### src/hw/rtl/ranked_chunk_work_dispenser_defines.svh
// Assertion macros for the chunk dispenser RTL.
`ifndef RANKED_CHUNK_WORK_DISPENSER_DEFINES_SVH
`define RANKED_CHUNK_WORK_DISPENSER_DEFINES_SVH

// Same-cycle implication, sampled on clk_i, held off while rst_ni is low.
`define RCWD_ASSERT_SAME(label, ante, cons, msg) \
  label: assert property (@(posedge clk_i) disable iff (!rst_ni) (ante) |-> (cons)) \
    else $error(msg);

// Next-cycle implication, sampled on clk_i, held off while rst_ni is low.
`define RCWD_ASSERT_NEXT(label, ante, cons, msg) \
  label: assert property (@(posedge clk_i) disable iff (!rst_ni) (ante) |=> (cons)) \
    else $error(msg);

`endif

### src/hw/rtl/rcwd_pkg.sv
// Shared types and constants for the ranked chunk work dispenser.
`default_nettype none

package rcwd_pkg;

  // Field and register widths.
  localparam int unsigned DataW     = 32;
  localparam int unsigned PosW      = DataW + 1;
  localparam int unsigned DevW      = 7;
  localparam int unsigned RankMapW  = 8;
  localparam int unsigned RankW     = 2;
  localparam int unsigned GroupW    = 2;
  localparam int unsigned CfgAddrW  = 4;
  localparam int unsigned ApbDataW  = 32;

  // Default queue depth.
  localparam int unsigned NumGroupsDef = 4;

  // Register reset values.
  localparam logic [DataW-1:0]    RangeFirstRst  = '0;
  localparam logic [DataW-1:0]    RangeLastRst   = '0;
  localparam logic [DevW-1:0]     DeviceCountRst = DevW'(1);
  localparam logic [RankMapW-1:0] RankMapRst     = RankMapW'(228);

  // Register indexes, taken from paddr[3:2].
  typedef enum logic [1:0] {
    REG_RANGE_FIRST  = 2'd0,
    REG_RANGE_LAST   = 2'd1,
    REG_DEVICE_COUNT = 2'd2,
    REG_RANK_MAP     = 2'd3
  } reg_idx_e;

  // Input action codes.
  typedef enum logic {
    ACT_START = 1'b0,
    ACT_GET   = 1'b1
  } action_e;

  // Configuration register contents.
  typedef struct packed {
    logic [DataW-1:0]    range_first;
    logic [DataW-1:0]    range_last;
    logic [DevW-1:0]     device_count;
    logic [RankMapW-1:0] rank_map;
  } cfg_t;

  // Divider status toward the sequencer.
  typedef struct packed {
    logic busy;
    logic done;
  } div_stat_t;

endpackage

`default_nettype wire

### src/hw/rtl/rcwd_div.sv
// Bit-serial restoring divider, one quotient bit per cycle.
`default_nettype none

module rcwd_div #(
  parameter int unsigned DividendW = rcwd_pkg::PosW,
  parameter int unsigned DivisorW  = rcwd_pkg::DevW
) (
  input  wire logic                 clk_i,
  input  wire logic                 rst_ni,
  input  wire logic                 start_i,
  input  wire logic [DividendW-1:0] dividend_i,
  input  wire logic [DivisorW-1:0]  divisor_i,
  output logic [DividendW-1:0]      quotient_o,
  output rcwd_pkg::div_stat_t       stat_o
);
  import rcwd_pkg::*;

  localparam int unsigned CntW = $clog2(DividendW + 1);

  logic [DividendW-1:0] quo_q;
  logic [DivisorW-1:0]  rem_q;
  logic [CntW-1:0]      cnt_q;
  logic                 done_q;
  logic [DivisorW:0]    trial;
  logic [DivisorW:0]    diff;
  logic                 ge;

  // Trial subtraction of the divisor from the partial remainder.
  always_comb begin
    trial = {rem_q, quo_q[DividendW-1]};
    diff  = trial - {1'b0, divisor_i};
    ge    = (trial >= {1'b0, divisor_i});
  end

  // Dividend bits shift out as quotient bits shift in.
  always_ff @(posedge clk_i) begin
    if (start_i) begin
      quo_q <= dividend_i;
      rem_q <= '0;
    end else if (cnt_q != '0) begin
      quo_q <= {quo_q[DividendW-2:0], ge};
      rem_q <= ge ? diff[DivisorW-1:0] : trial[DivisorW-1:0];
    end
  end

  // Step counter and completion pulse.
  always_ff @(posedge clk_i or negedge rst_ni) begin
    if (!rst_ni) begin
      cnt_q  <= '0;
      done_q <= 1'b0;
    end else begin
      done_q <= 1'b0;
      if (start_i) begin
        cnt_q <= CntW'(DividendW);
      end else if (cnt_q != '0) begin
        cnt_q <= cnt_q - CntW'(1);
        if (cnt_q == CntW'(1)) begin
          done_q <= 1'b1;
        end
      end
    end
  end

  assign quotient_o  = quo_q;
  assign stat_o.busy = (cnt_q != '0);
  assign stat_o.done = done_q;

endmodule

`default_nettype wire

### src/hw/rtl/rcwd_cfg.sv
// APB configuration registers of the chunk dispenser.
`default_nettype none

module rcwd_cfg (
  input  wire logic                          clk_i,
  input  wire logic                          rst_ni,
  input  wire logic                          psel,
  input  wire logic                          penable,
  input  wire logic                          pwrite,
  input  wire logic [rcwd_pkg::CfgAddrW-1:0] paddr,
  input  wire logic [rcwd_pkg::ApbDataW-1:0] pwdata,
  output logic [rcwd_pkg::ApbDataW-1:0]      prdata,
  output logic                               pready,
  output rcwd_pkg::cfg_t                     cfg_o
);
  import rcwd_pkg::*;

  cfg_t     cfg_q;
  reg_idx_e reg_idx;
  logic     wr_en;

  assign reg_idx = reg_idx_e'(paddr[CfgAddrW-1:2]);
  assign wr_en   = psel && penable && pwrite;
  assign pready  = 1'b1;

  // Register writes in the access phase.
  always_ff @(posedge clk_i or negedge rst_ni) begin
    if (!rst_ni) begin
      cfg_q.range_first  <= RangeFirstRst;
      cfg_q.range_last   <= RangeLastRst;
      cfg_q.device_count <= DeviceCountRst;
      cfg_q.rank_map     <= RankMapRst;
    end else if (wr_en) begin
      unique case (reg_idx)
        REG_RANGE_FIRST:  cfg_q.range_first  <= pwdata[DataW-1:0];
        REG_RANGE_LAST:   cfg_q.range_last   <= pwdata[DataW-1:0];
        REG_DEVICE_COUNT: cfg_q.device_count <= pwdata[DevW-1:0];
        REG_RANK_MAP:     cfg_q.rank_map     <= pwdata[RankMapW-1:0];
        default:          cfg_q              <= cfg_q;
      endcase
    end
  end

  // Read data mux.
  always_comb begin
    unique case (reg_idx)
      REG_RANGE_FIRST:  prdata = ApbDataW'(cfg_q.range_first);
      REG_RANGE_LAST:   prdata = ApbDataW'(cfg_q.range_last);
      REG_DEVICE_COUNT: prdata = ApbDataW'(cfg_q.device_count);
      REG_RANK_MAP:     prdata = ApbDataW'(cfg_q.rank_map);
      default:          prdata = '0;
    endcase
  end

  assign cfg_o = cfg_q;

endmodule

`default_nettype wire

### src/hw/rtl/ranked_chunk_work_dispenser.sv
// Top level: chunk queue, sequencer and shared serial divider.
// Get transaction: the result is strobed in the cycle after acceptance; a refill keeps the block
// busy while the 33-step serial divider runs, and without a refill the block stays idle.
// Start transaction: each queue entry is filled in turn through ST_FILL_NEXT and ST_FILL_WAIT;
// the result comes when all k = NUM_GROUPS entries fill, or from ST_FILL_NEXT when the range runs out or is empty.
// Results are strobed for one cycle on done_o and cannot be stalled; reset is asynchronous,
// active low, and clears valid flags, next index and registers.
`default_nettype none
`include "ranked_chunk_work_dispenser_defines.svh"

module ranked_chunk_work_dispenser #(
  parameter int unsigned NUM_GROUPS = rcwd_pkg::NumGroupsDef
) (
  input  wire logic                          clk_i,
  input  wire logic                          rst_ni,
  input  wire logic                          psel,
  input  wire logic                          penable,
  input  wire logic                          pwrite,
  input  wire logic [rcwd_pkg::CfgAddrW-1:0] paddr,
  input  wire logic [rcwd_pkg::ApbDataW-1:0] pwdata,
  output logic [rcwd_pkg::ApbDataW-1:0]      prdata,
  output logic                               pready,
  input  wire logic                          start,
  output logic                               busy,
  input  wire logic                          action_i,
  input  wire logic [rcwd_pkg::GroupW-1:0]   group_id_i,
  output logic [rcwd_pkg::DataW-1:0]         chunk_first_o,
  output logic [rcwd_pkg::DataW-1:0]         chunk_last_o,
  output logic                               had_work_o,
  output logic                               done_o
);
  import rcwd_pkg::*;

  localparam int unsigned IdxW = (NUM_GROUPS > 1) ? $clog2(NUM_GROUPS) : 1;

  typedef enum logic [1:0] {
    ST_IDLE,
    ST_FILL_NEXT,
    ST_FILL_WAIT,
    ST_GET_WAIT
  } state_e;

  state_e              state_q;
  cfg_t                cfg;
  div_stat_t           div_stat;
  logic [PosW-1:0]     quotient;
  logic [DevW-1:0]     divisor;
  logic [PosW-1:0]     remaining;
  logic                div_go;

  logic [DataW-1:0]    qf_q [NUM_GROUPS];
  logic [DataW-1:0]    ql_q [NUM_GROUPS];
  logic [NUM_GROUPS-1:0] valid_q;
  logic [PosW-1:0]     next_index_q;
  logic [IdxW-1:0]     idx_q;
  logic [DataW-1:0]    chunk_first_q;
  logic [DataW-1:0]    chunk_last_q;
  logic                had_work_q;
  logic                done_q;

  logic                acc;
  logic                get_acc;
  logic                start_acc;
  logic                refill_ok;
  logic                fill_end;
  logic                fill_wr;
  logic                tail_wr;
  logic [RankW-1:0]    rank_raw;
  logic [IdxW-1:0]     rank_idx;
  logic                had;
  logic [IdxW-1:0]     hi_idx;
  logic                hi_found;
  logic [PosW-1:0]     chunk;
  logic [PosW-1:0]     sum;
  logic [DataW-1:0]    new_last;

  // Configuration registers.
  rcwd_cfg u_cfg (
    .clk_i   (clk_i),
    .rst_ni  (rst_ni),
    .psel    (psel),
    .penable (penable),
    .pwrite  (pwrite),
    .paddr   (paddr),
    .pwdata  (pwdata),
    .prdata  (prdata),
    .pready  (pready),
    .cfg_o   (cfg)
  );

  // Shared divider for every chunk size.
  rcwd_div #(
    .DividendW (PosW),
    .DivisorW  (DevW)
  ) u_div (
    .clk_i      (clk_i),
    .rst_ni     (rst_ni),
    .start_i    (div_go),
    .dividend_i (remaining),
    .divisor_i  (divisor),
    .quotient_o (quotient),
    .stat_o     (div_stat)
  );

  // Handshake and sequencer conditions.
  always_comb begin
    busy      = (state_q != ST_IDLE);
    acc       = start && !busy;
    get_acc   = acc && (action_e'(action_i) == ACT_GET);
    start_acc = acc && (action_e'(action_i) == ACT_START);
    refill_ok = (next_index_q <= {1'b0, cfg.range_last});
    fill_end  = !refill_ok;
    div_go    = (get_acc && refill_ok) || ((state_q == ST_FILL_NEXT) && !fill_end);
    fill_wr   = (state_q == ST_FILL_WAIT) && div_stat.done;
    tail_wr   = (state_q == ST_GET_WAIT) && div_stat.done;
    divisor   = (cfg.device_count == '0) ? DevW'(1) : cfg.device_count;
    remaining = {1'b0, cfg.range_last} - next_index_q + PosW'(1);
  end

  // Chunk size of at least one, and the chunk bounds it gives.
  always_comb begin
    chunk    = (quotient == '0) ? PosW'(1) : quotient;
    sum      = next_index_q + chunk;
    new_last = DataW'(sum - PosW'(1));
  end

  // Queue rank of the requesting group, saturated to the last entry.
  always_comb begin
    rank_raw = cfg.rank_map[{group_id_i, 1'b0} +: RankW];
    if (int'(rank_raw) >= int'(NUM_GROUPS)) begin
      rank_idx = IdxW'(NUM_GROUPS - 1);
    end else begin
      rank_idx = IdxW'(rank_raw);
    end
    had = valid_q[rank_idx];
  end

  // Highest set valid flag, cleared when no refill is possible.
  always_comb begin
    hi_idx   = '0;
    hi_found = 1'b0;
    for (int i = 0; i < int'(NUM_GROUPS); i++) begin
      if (valid_q[i]) begin
        hi_idx   = IdxW'(i);
        hi_found = 1'b1;
      end
    end
  end

  // Queue data: shift on a get, fill at the fill index, refill at the tail.
  always_ff @(posedge clk_i) begin
    if (get_acc) begin
      for (int i = 0; i < int'(NUM_GROUPS) - 1; i++) begin
        if (IdxW'(i) >= rank_idx) begin
          qf_q[i] <= qf_q[i+1];
          ql_q[i] <= ql_q[i+1];
        end
      end
    end
    if (fill_wr) begin
      qf_q[idx_q] <= next_index_q[DataW-1:0];
      ql_q[idx_q] <= new_last;
    end
    if (tail_wr) begin
      qf_q[NUM_GROUPS-1] <= next_index_q[DataW-1:0];
      ql_q[NUM_GROUPS-1] <= new_last;
    end
  end

  // Sequencer with valid flags, next index and registered results.
  always_ff @(posedge clk_i or negedge rst_ni) begin
    if (!rst_ni) begin
      state_q       <= ST_IDLE;
      valid_q       <= '0;
      next_index_q  <= '0;
      idx_q         <= '0;
      chunk_first_q <= '0;
      chunk_last_q  <= '0;
      had_work_q    <= 1'b0;
      done_q        <= 1'b0;
    end else begin
      done_q <= 1'b0;
      unique case (state_q)
        ST_IDLE: begin
          if (get_acc) begin
            chunk_first_q <= had ? qf_q[rank_idx] : '0;
            chunk_last_q  <= had ? ql_q[rank_idx] : '0;
            had_work_q    <= had;
            done_q        <= 1'b1;
            if (refill_ok) begin
              state_q <= ST_GET_WAIT;
            end else if (hi_found) begin
              valid_q[hi_idx] <= 1'b0;
            end
          end else if (start_acc) begin
            valid_q      <= '0;
            next_index_q <= {1'b0, cfg.range_first};
            idx_q        <= '0;
            state_q      <= ST_FILL_NEXT;
          end
        end
        ST_FILL_NEXT: begin
          if (fill_end) begin
            chunk_first_q <= '0;
            chunk_last_q  <= '0;
            had_work_q    <= 1'b0;
            done_q        <= 1'b1;
            state_q       <= ST_IDLE;
          end else begin
            state_q <= ST_FILL_WAIT;
          end
        end
        ST_FILL_WAIT: begin
          if (div_stat.done) begin
            valid_q[idx_q] <= 1'b1;
            next_index_q   <= sum;
            if (idx_q == IdxW'(NUM_GROUPS - 1)) begin
              chunk_first_q <= '0;
              chunk_last_q  <= '0;
              had_work_q    <= 1'b0;
              done_q        <= 1'b1;
              state_q       <= ST_IDLE;
            end else begin
              idx_q   <= idx_q + IdxW'(1);
              state_q <= ST_FILL_NEXT;
            end
          end
        end
        ST_GET_WAIT: begin
          if (div_stat.done) begin
            next_index_q <= sum;
            state_q      <= ST_IDLE;
          end
        end
        default: state_q <= ST_IDLE;
      endcase
    end
  end

  assign chunk_first_o = chunk_first_q;
  assign chunk_last_o  = chunk_last_q;
  assign had_work_o    = had_work_q;
  assign done_o        = done_q;

  // An accepted transaction either answers at once or keeps the block busy.
  `RCWD_ASSERT_NEXT(a_acc_progress, acc, done_o || busy, "accepted transaction stalled")
  // A result without work carries a zero chunk.
  `RCWD_ASSERT_SAME(a_nowork_zero, done_o && !had_work_o,
    (chunk_first_o == '0) && (chunk_last_o == '0), "nonzero chunk without work")
  // The divider only runs while the sequencer waits for it.
  `RCWD_ASSERT_SAME(a_div_owned, div_stat.busy,
    (state_q == ST_FILL_WAIT) || (state_q == ST_GET_WAIT), "divider running while not awaited")
  // No new transaction is taken while the divider is running.
  `RCWD_ASSERT_SAME(a_no_acc_div, div_stat.busy, !acc, "transaction accepted during division")

endmodule

`default_nettype wire
### config.mk
export PLATFORM = sky130hd
export DESIGN_NAME = ranked_chunk_work_dispenser
export DESIGN_NICKNAME = d
export VERILOG_FILES = /design/src/hw/rtl/rcwd_pkg.sv /design/src/hw/rtl/rcwd_div.sv /design/src/hw/rtl/rcwd_cfg.sv /design/src/hw/rtl/ranked_chunk_work_dispenser.sv
export VERILOG_INCLUDE_DIRS = /design/src /design/src/hw/rtl
export SDC_FILE = /design/constraint.sdc
export NUM_CORES = 1
export LEC_CHECK = 0
export BUFFER_PORTS_ARGS = -buffer_cell sky130_fd_sc_hd__buf_2
export CAP_MARGIN = 0
export CORE_AREA = 2 2 171 257
export CTS_BUF_LIST = sky130_fd_sc_hd__clkbuf_16
export CTS_CLUSTER_DIAMETER = 80
export DETAILED_ROUTE_END_ITERATION = 10
export DIE_AREA = 0 0 173 259
export PLACE_DENSITY = 0.88
export SETUP_SLACK_MARGIN = 0.4
export SYNTH_ARGS = -nofsm -noshare
export SYNTH_HDL_FRONTEND = slang
export SYNTH_HIERARCHICAL = 1
export SYNTH_SLANG_ARGS = --single-unit
export TNS_END_PERCENT = 30
### constraint.sdc
create_clock -name clk_i -period 10.15 [get_ports clk_i]
set_clock_uncertainty 0.05 [all_clocks]
set_input_delay 0 -clock clk_i [delete_from_list [all_inputs] [get_ports clk_i]]
set_output_delay 0 -clock clk_i [all_outputs]
set_load 0.03 [all_outputs]
# Word-level counts from Yosys, hierarchy flattened

Memory sizes are Yosys's and may differ from the RTL's.
Index checks and enable logic that the tools add are counted.

Flip-flop bits (word level): 233
Bits in writable memories: 256
Bits of input ports: 45
Output and inout port bits: 100
Word-level logic and storage cells: 189
Memories kept: 2

Memory list:

| name | words | bits a word | rd ports | clocked after Yosys merged registers in | wr ports | RTL line                          | source |
|---|---|---|---|---|---|---|---|
| qf_q | 4     | 32          | 4        | 0                                       | 3        | ranked_chunk_work_dispenser.sv:51 | `logic [DataW-1:0] qf_q [NUM_GROUPS];` |
| ql_q | 4     | 32          | 4        | 0                                       | 3        | ranked_chunk_work_dispenser.sv:52 | `logic [DataW-1:0] ql_q [NUM_GROUPS];` |

Add/sub/neg operators: 7
Magnitude comparators: 10
Eq/ne operators: 21
Shift operators: 1
Multiplexer cells: 91
Bitwise gates (word level): 4
Reduce and logical (&&, ||, !) cells: 37

Operators by type and width:

| kind                                                                  | count |
|---|---|
| 32-bit 2-to-1 mux                                                     | 11 |
| 33-bit 2-to-1 mux                                                     | 6 |
| 32-bit one-hot mux with 3 select lines                                | 2 |
| 32-bit one-hot mux with 4 select lines                                | 1 |
| 32-bit OR reduction                                                   | 4 |
| 33-bit one-hot mux with 2 select lines                                | 1 |
| 1-bit 2-to-1 mux                                                      | 37 |
| 33-bit by 1-bit adder with 33-bit output (second input constant)      | 1 |
| 33-bit adder                                                          | 1 |
| 33-bit by 32-bit less-or-equal comparator with 1-bit output           | 1 |
| 33-bit logical NOT                                                    | 1 |
| 32-bit by 33-bit subtractor with 33-bit output                        | 1 |
| 2-bit 2-to-1 mux                                                      | 16 |
| 32-bit by 1-bit subtractor with 32-bit output (second input constant) | 1 |
| 4-bit 2-to-1 mux                                                      | 5 |
| 5-bit AND reduction                                                   | 3 |
| 7-bit 2-to-1 mux                                                      | 2 |
| 6-bit 2-to-1 mux                                                      | 2 |
| 3-bit inequality test (second input constant)                         | 4 |
| 1-bit logical AND                                                     | 11 |
| 2-bit equality test (second input constant)                           | 5 |
| 2-bit inequality test (second input constant)                         | 5 |
| 2-bit by 3-bit < comparator with 1-bit output (second input constant) | 3 |
| 8-bit by 7-bit >= comparator with 1-bit output                        | 1 |
| 30 further kinds                                                      | 46 |

# Depth between registers and ports, before layout

Gate-level depths: netlist (run 1).

Word-level depth: 13
Depth in mapped cells: 18
Gate-level depth less buffers: 17

# Hierarchy

The synthesis (run 1) kept the hierarchy.

Modules (own cells, without submodules):

| module                      | instances | cells each | area an instance (um^2) | sequential area each (um^2) |
|---|---|---|---|---|
| ranked_chunk_work_dispenser | 1         | 2122       | 22122.5                 | 10364.9 |
| rcwd_cfg                    | 1         | 241        | 3656.0                  | 1983.2 |
| rcwd_div                    | 1         | 196        | 2511.2                  | 1306.3 |

# Least setup slack after synthesis (run 1)

Ideal clock, no wire load.

Path kind: reg2reg
From: register u_cfg.cfg_q, in the netlist u_cfg/cfg_o[4]
To: memory qf_q[0][0] (enable)
Library setup time: 0.581 ns
Data arrival time: 6.310 ns
Required time: 9.519 ns
Path slack: 3.209 ns
Cell stages (with the launch flop): 5
Path buffers: 2
Period minus slack after synthesis: 6.941 ns
Cells stage by stage: dfrtp_1 mux4_2 buf_1 buf_1 o31ai_1

RTL lines:

| element                | RTL line                          | source |
|---|---|---|
| from (decl)            | rcwd_cfg.sv:18                    | `cfg_t cfg_q;` |
| from (signal assigned) | rcwd_cfg.sv:39                    | `default: cfg_q <= cfg_q;` |
| to (decl)              | ranked_chunk_work_dispenser.sv:51 |  |

==> flow_metrics.env, run 1 <==
export IMPL_post_dp_cell_area_um2=29300
export IMPL_synth_top_family_by_area="multiplexers"
export IMPL_cap_viol_max_count=0
export IMPL_nFillCells=2826
export IMPL_setup_viol=0
export IMPL_synth_area_um2=28300
export IMPL_area_delta_synth_final_pct=10.0
export IMPL_synth_compound_area_share_pct=12.0
export IMPL_worstSetupStartpointType="flip-flop"
export IMPL_htreeDepth=2
export IMPL_ioPinCount=145
export IMPL_wl_per_cell_um=22.3
export IMPL_start_util_pct=66.4
export IMPL_fin_crit_sh_pct=60.9
export IMPL_syn_nets=2752
export IMPL_ir_worst_vdd_mv=0.201
export IMPL_grt_pass1_vias=21000
export IMPL_yosys_area_share_xor_xnor_pct=2.38
export IMPL_hold_depth=4
export IMPL_holdPathEnd="u_cfg/cfg_o[0]"
export IMPL_place_hpwl_um=49200
export IMPL_finalWeightedCongestion=0.928
export IMPL_synth_distinct_cells=97
export IMPL_crit_type="reg -> reg"
export IMPL_ant_nets=0
export IMPL_period_needed_ns=6.19
export IMPL_finalHoldViolations=0
export IMPL_status="completed"
export IMPL_p_leak_nw=13.2
export IMPL_die_y_um=259
export IMPL_rr_worst_depth=17
export IMPL_diodes=0
export IMPL_cts_buffers=46
export IMPL_rows=93
export IMPL_cts_path_max_buffers=3
export IMPL_end_kind="flip-flop"
export IMPL_drv_slew=0
export IMPL_rrSetupSlack_ns=3.96
export IMPL_synth_main_ff_cell="edfxtp_1"
export IMPL_finalInstanceArea_um2=31100
export IMPL_syn_inst=2559
export IMPL_power_density_nw_per_um2=355
export IMPL_vias_per_cell=6.49
export IMPL_muxShareOfSynthArea_pct=14.2
export IMPL_grt_pass1_wl_um=114000
export IMPL_antenna_found_initial=0
export IMPL_grt_usage_pct=32.3
export IMPL_route_vias_total=21100
export IMPL_ys_seq_area_share_pct=48.3
export IMPL_rsz0062_at_grt="false"
export IMPL_gr_total_overflow=0
export IMPL_fmax_mhz=162
export IMPL_worst_ep_required_time_ns=10.38
export IMPL_grt_max_degree=114
export IMPL_yosys_area_share_simple_pct=12.3
export IMPL_synth_edf_count=289
export IMPL_hp_class="in -> reg"
export IMPL_path_clk_slew_ns=0.07
export IMPL_maxSlewHeadroom_pct=19.6
export IMPL_rr_endpoint="ql_q[0][27]"
export IMPL_tightest_slew_ns=1.21
export IMPL_clock_latency_ns=0.59
export IMPL_core_um2=42600
export IMPL_nets=2833
export IMPL_async_reset_ff_share_pct=39.5
export IMPL_synth_warnings=6
export IMPL_die_w_um=173
export IMPL_drt_iter0_drc=2293
export IMPL_synthAdderAreaFrac_pct=6.65
export IMPL_numClockSinks=489
export IMPL_critical_path_arrival_ns=6.42
export IMPL_crit_fanout=6
export IMPL_detail_route_first_pass_iterations=5
export IMPL_drt_total_wl_um=72500
export IMPL_r2r_start="u_div/quotient_o[28]"
export IMPL_synth_seq_cells=489
export IMPL_synth_area_per_cell_um2=11.1
export IMPL_drc_errors=0
export IMPL_setup_tns_final_ns=0
export IMPL_min_from="pwrite"
export IMPL_dieArea_um2=44800
export IMPL_cts_resized=0
export IMPL_port_buffers=141
export IMPL_drive_gt1_share_pct=18.7
export IMPL_cts_tree="yes"
export IMPL_cts_root_buf="clkbuf_16"
-- power by group --
part | internal [mW] | switching [mW]
sequential | 2.71 | 0.412
clock | 0.902 | 0.772
combinational | 2.27 | 3.98
-- layout by cell type (no fill, tap or decap), types with 15 or more instances in the layout --
cell type | synthesis | layout
nand3_1 | 33 | 33
dfrtp_1 | 188 | 188
buf_4 | 4 | 23
o21ai_0 | 278 | 277
clkbuf_16 | 0 | 47
a211oi_1 | 18 | 18
a21o_1 | 42 | 42
mux2_4 | 30 | 30
xnor2_1 | 46 | 46
mux2_2 | 104 | 104
nand2_1 | 307 | 305
nor3_1 | 28 | 27
nand4_1 | 17 | 17
xor2_1 | 31 | 31
nor2_1 | 122 | 121
mux2i_1 | 56 | 56
nor4_1 | 17 | 17
a21oi_1 | 102 | 101
nand2b_1 | 77 | 76
o21a_1 | 17 | 17
mux4_2 | 74 | 73
ha_1 | 144 | 144
mux2_1 | 15 | 15
inv_1 | 119 | 134
buf_2 | 17 | 140
dlygate4sd3_1 | 0 | 39
edfxtp_1 | 289 | 289
-- worst max path at each step --
stage          slack [ns]  cells after the start            startpoint          end
2_1_floorplan        3.21                      4        u_cfg/cfg_o[4]   qf_q[0][0]
6_report             3.96                     17  u_div/quotient_o[28]  ql_q[0][27]
3_5_place_dp         4.14                     17  u_div/quotient_o[28]  ql_q[0][27]
5_1_grt              3.86                     17  u_div/quotient_o[28]  ql_q[0][27]
3_3_place_gp         4.31                     17  u_div/quotient_o[28]  ql_q[0][27]
4_1_cts              4.12                     17  u_div/quotient_o[28]  ql_q[0][27]
-- per-layer routing --
layer | vias to the layer above | GRT usage (%) | wire, um
met4 | 0 | 13.2 | 2770
met1 | 10400 | 41.5 | 27900
met2 | 1062 | 55.7 | 36400
met3 | 186 | 4.23 | 5390
met5 | - | 0 | 0
li1 | 9437 | - | -
-- sequential cells by signal (all words and copies together), names as in the netlist --
register / count
u_div/done_q: 1
done_o: 1
had_work_o: 1
idx_q: 2
u_div/cnt_q: 6
qf_q: 128
u_div/rem_q: 7
valid_q: 4
state_q: 2
next_index_q: 33
chunk_last_o: 32
u_div/quotient_o: 33
ql_q: 128
chunk_first_o: 32
u_cfg/cfg_o: 79
-- critical path: stages, from the launching register on --
cell and delay [ns]:
edfxtp_1 0.43, nor4_1 0.93, nand4_1 0.18, nor4_1 0.26, a21o_1 0.20, ha_1 0.22, inv_1 0.07, fa_1 0.41
nor2b_1 0.31, o21a_1 0.26, o211a_4 0.23, nor2_1 0.08, xor2_1 0.51, and4b_1 0.44, o2111ai_1 0.44, nor3_1 0.35
xor2_1 0.35, o21ai_0 0.16
-- synth_stat cells (all sizes together) (11+ instances only) --
cell	n	share of area (%)
a211oi	24	0.77
clkbuf	125	1.7
edfxtp	289	31
buf	46	0.92
a21o	42	1.1
nor4	21	0.58
nand4	17	0.38
nand2	307	4.1
nand2b	77	1.7
mux2	149	6.3
nand3	33	0.58
o21a	18	0.48
nor2	124	1.7
inv	121	1.6
nor2b	14	0.31
o21ai	281	5.0
xnor2	46	1.4
mux2i	56	2.0
a21oi	103	1.8
nor3	35	0.74
and3	11	0.24
dfrtp	188	17
or3	15	0.35
a31oi	12	0.27
ha	144	6.4
xor2	31	0.96
mux4	74	5.9
-- cell type report --
class / count / area [um^2] / share of cell area, %
Clock buffer: 47 / 1180 / 3.78
Inverter: 122 / 472 / 1.52
Tap cell: 570 / 713 / 2.29
Clock inverter: 39 / 278 / 0.892
Sequential cell: 489 / 13700 / 43.9
Timing Repair Buffer: 204 / 1310 / 4.19
Multi-Input combinational cell: 1777 / 13500 / 43.5
-- stage by stage --
step	power, mW	utilization (%)	worst slack (ns)	instances	hold WS (ns)
after global routing	11.7	73.1	3.86	3248	0.0609
after CTS	10.9	73.1	4.12	3248	0.0195
after floorplan	7.56	-	3.21	2559	-0.346
final	11.0	73.1	3.96	3248	0.0611
after detailed placement	9.15	68.7	4.14	3122	-0.0272
after global placement	8.88	68.7	4.31	3122	-0.0368
-- logic make-up after synthesis --
kind of cell / Yosys count
AND/OR/NAND/NOR: 711
flip-flops: 489
multiplexers: 279
AO/OA/AOI/OAI: 561
adder cells (fa/ha/maj): 148
other: 1
XOR/XNOR: 77
buffers and inverters: 293
-- repair_timing --
item | 4_1_cts | 5_1_grt
endpoints found under the hold margin | 145 | 0
hold buffers | 40 | 0
setup buffers | 0 | 0
No activity file was read; power rests on OpenSTA's default activity.
==> run 2: changes to the inputs <==
- CORE_AREA: 2 2 171 257 -> 2 2 187 281
- DIE_AREA: 0 0 173 259 -> 0 0 189 283
- PLACE_DENSITY: 0.88 -> 0.79
- clock period: 10.15 -> 5.25 ns (I/O delays scaled with it)
==> flow_metrics.env, run 2 (synthesized netlist as in run 1, its figures left out) <==
export IMPL_status="completed"
export IMPL_drc_errors=0
export IMPL_cts_root_buf="clkbuf_16"
export IMPL_port_buffers=141
export IMPL_die_y_um=283
export IMPL_clock_latency_ns=0.60
export IMPL_nets=2892
export IMPL_crit_fanout=6
export IMPL_drive_gt1_share_pct=22.3
export IMPL_mostFrequentLayoutCells="305 x nand2_1, 289 x edfxtp_1, 271 x o21ai_0"
export IMPL_holdPathEnd="u_cfg/cfg_o[1]"
export IMPL_place_hpwl_um=51400
export IMPL_cts_tree="yes"
export IMPL_crit_type="reg -> reg"
export IMPL_r2r_start="u_div/quotient_o[7]"
export IMPL_hp_class="in -> reg"
export IMPL_nFillCells=3945
export IMPL_fmax_mhz=208
export IMPL_tightest_slew_ns=1.24
export IMPL_grt_pass1_wl_um=115000
export IMPL_detail_route_first_pass_iterations=5
export IMPL_gr_total_overflow=0
export IMPL_fin_util_pct=62.8
export IMPL_worst_slack_ns=0.446
export IMPL_cts_buffers=47
export IMPL_htreeDepth=2
export IMPL_grt_usage_pct=27.1
export IMPL_path_clk_slew_ns=0.07
export IMPL_layout_commonest_cell="nand2_1"
export IMPL_drv_slew=0
export IMPL_rr_worst_depth=18
export IMPL_worst_ep_required_time_ns=5.53
export IMPL_finalHoldViolations=0
export IMPL_setup_viol=0
export IMPL_route_vias_total=20700
export IMPL_core_um2=51200
export IMPL_fin_crit_sh_pct=91.5
export IMPL_ir_worst_vdd_mv=0.445
export IMPL_setup_tns_final_ns=0
export IMPL_cp_startpoint="u_div/quotient_o[7]"
export IMPL_rows=102
export IMPL_grt_max_degree=131
export IMPL_vias_per_cell=6.08
export IMPL_diodes=0
export IMPL_grt_pass1_vias=21000
export IMPL_rsz0062_at_grt="true"
export IMPL_cts_path_max_buffers=3
export IMPL_hold_depth=4
export IMPL_ioPinCount=145
export IMPL_critical_path_arrival_ns=5.09
export IMPL_worstSetupStartpointType="flip-flop"
export IMPL_numClockSinks=489
export IMPL_place_ws_ns=0.239
export IMPL_finalWeightedCongestion=0.907
export IMPL_p_leak_nw=13.7
export IMPL_power_density_nw_per_um2=707
export IMPL_start_util_pct=55.3
export IMPL_end_kind="flip-flop"
export IMPL_period_needed_ns=4.80
export IMPL_drt_total_wl_um=73000
export IMPL_die_w_um=189
export IMPL_drt_iter0_drc=1731
export IMPL_dieArea_um2=53500
export IMPL_antenna_found_initial=1
export IMPL_wl_per_cell_um=21.4
export IMPL_rr_endpoint="ql_q[1][30]"
export IMPL_rrSetupSlack_ns=0.45
export IMPL_min_from="penable"
export IMPL_maxSlewHeadroom_pct=17.1
export IMPL_area_delta_synth_final_pct=13.7
export IMPL_ant_nets=0
export IMPL_cap_viol_max_count=0
## run 2: changes by cell type in the layout (fill, tap and decap cells not counted), moves of 4 or more
cell,change
buf_4,+49
xor2_2,+5
inv_1,-5
nor4_1,-6
o21ai_2,+4
o21ai_0,-6
buf_12,+6
nor4_2,+5
xor2_1,-5
## run 2: area by class of cell
| type | instances | area (um^2) | area share, % |
|---|---|---|---|
| Clock inverter | 39 | 343 | 1.07 |
| Clock buffer | 48 | 1200 | 3.74 |
| Sequential cell | 489 | 13700 | 42.5 |
| Timing Repair Buffer | 262 | 1830 | 5.68 |
| Inverter | 122 | 472 | 1.47 |
| Tap cell | 676 | 846 | 2.63 |
| Multi-Input combinational cell | 1777 | 13800 | 43.0 |
## run 2: power breakdown
group | internal [mW] | switching, mW | leakage, nW
logic | 5.21 | 8.07 | 7.68
clock network | 1.88 | 1.54 | 0.798
registers | 5.24 | 0.785 | 5.17
total | 12.3 | 10.4 | 13.7
## run 2: metal layers
layer,track usage [%],vias to the layer above,share of wire [%]
met5,0,-,0
met4,9.49,0,3.6
met3,2.53,159,5.7
met2,47.1,790,50
met1,35.5,10200,40
li1,-,9558,-
## run 2: worst max-delay path by stage
stage	slack [ns]	end	depth (start not counted)
6_report	0.45	ql_q[1][30]	18
5_1_grt	0.29	ql_q[1][30]	20
4_1_cts	0.38	ql_q[1][20]	21
3_5_place_dp	0.24	ql_q[1][20]	20
3_3_place_gp	0.38	ql_q[0][20]	21
2_1_floorplan	0.42	qf_q[1][0]	4
## run 2: worst max-delay path: stages (launching register included)
cell	delay, ns
edfxtp_1	0.41
or4_4	0.56
nor4_2	0.28
a21o_1	0.20
ha_2	0.19
inv_2	0.04
fa_2	0.38
nor2b_4	0.14
buf_6	0.11
o21a_1	0.15
o211a_4	0.22
nor2_4	0.05
o311a_1	0.33
and4b_2	0.38
o2111ai_4	0.14
buf_6	0.17
nor4_4	0.28
xor2_2	0.16
mux2_4	0.30
## run 2: repair_timing
item,4_1_cts,5_1_grt
buffers inserted,1,11
gates cloned,0,0
hold buffers,41,0
endpoints found under the hold margin,163,0
resized for setup,10,53
setup endpoints to repair,45,68
pin swaps,3,22
## run 2: stage by stage
| stage | power (mW) | hold WS (ns) | std cells | instance area, um^2 |
|---|---|---|---|---|
| after global placement | 18.0 | 0.00211 | 3273 | 29800 |
| after floorplan | 14.6 | -0.346 | 2559 | 28300 |
| after CTS | 22.0 | 0.00252 | 3402 | 31800 |
| after detailed placement | 18.5 | 0.00593 | 3273 | 29800 |
| after global routing | 24.1 | 0.0739 | 3413 | 32200 |
| final | 22.7 | 0.0296 | 3413 | 32200 |
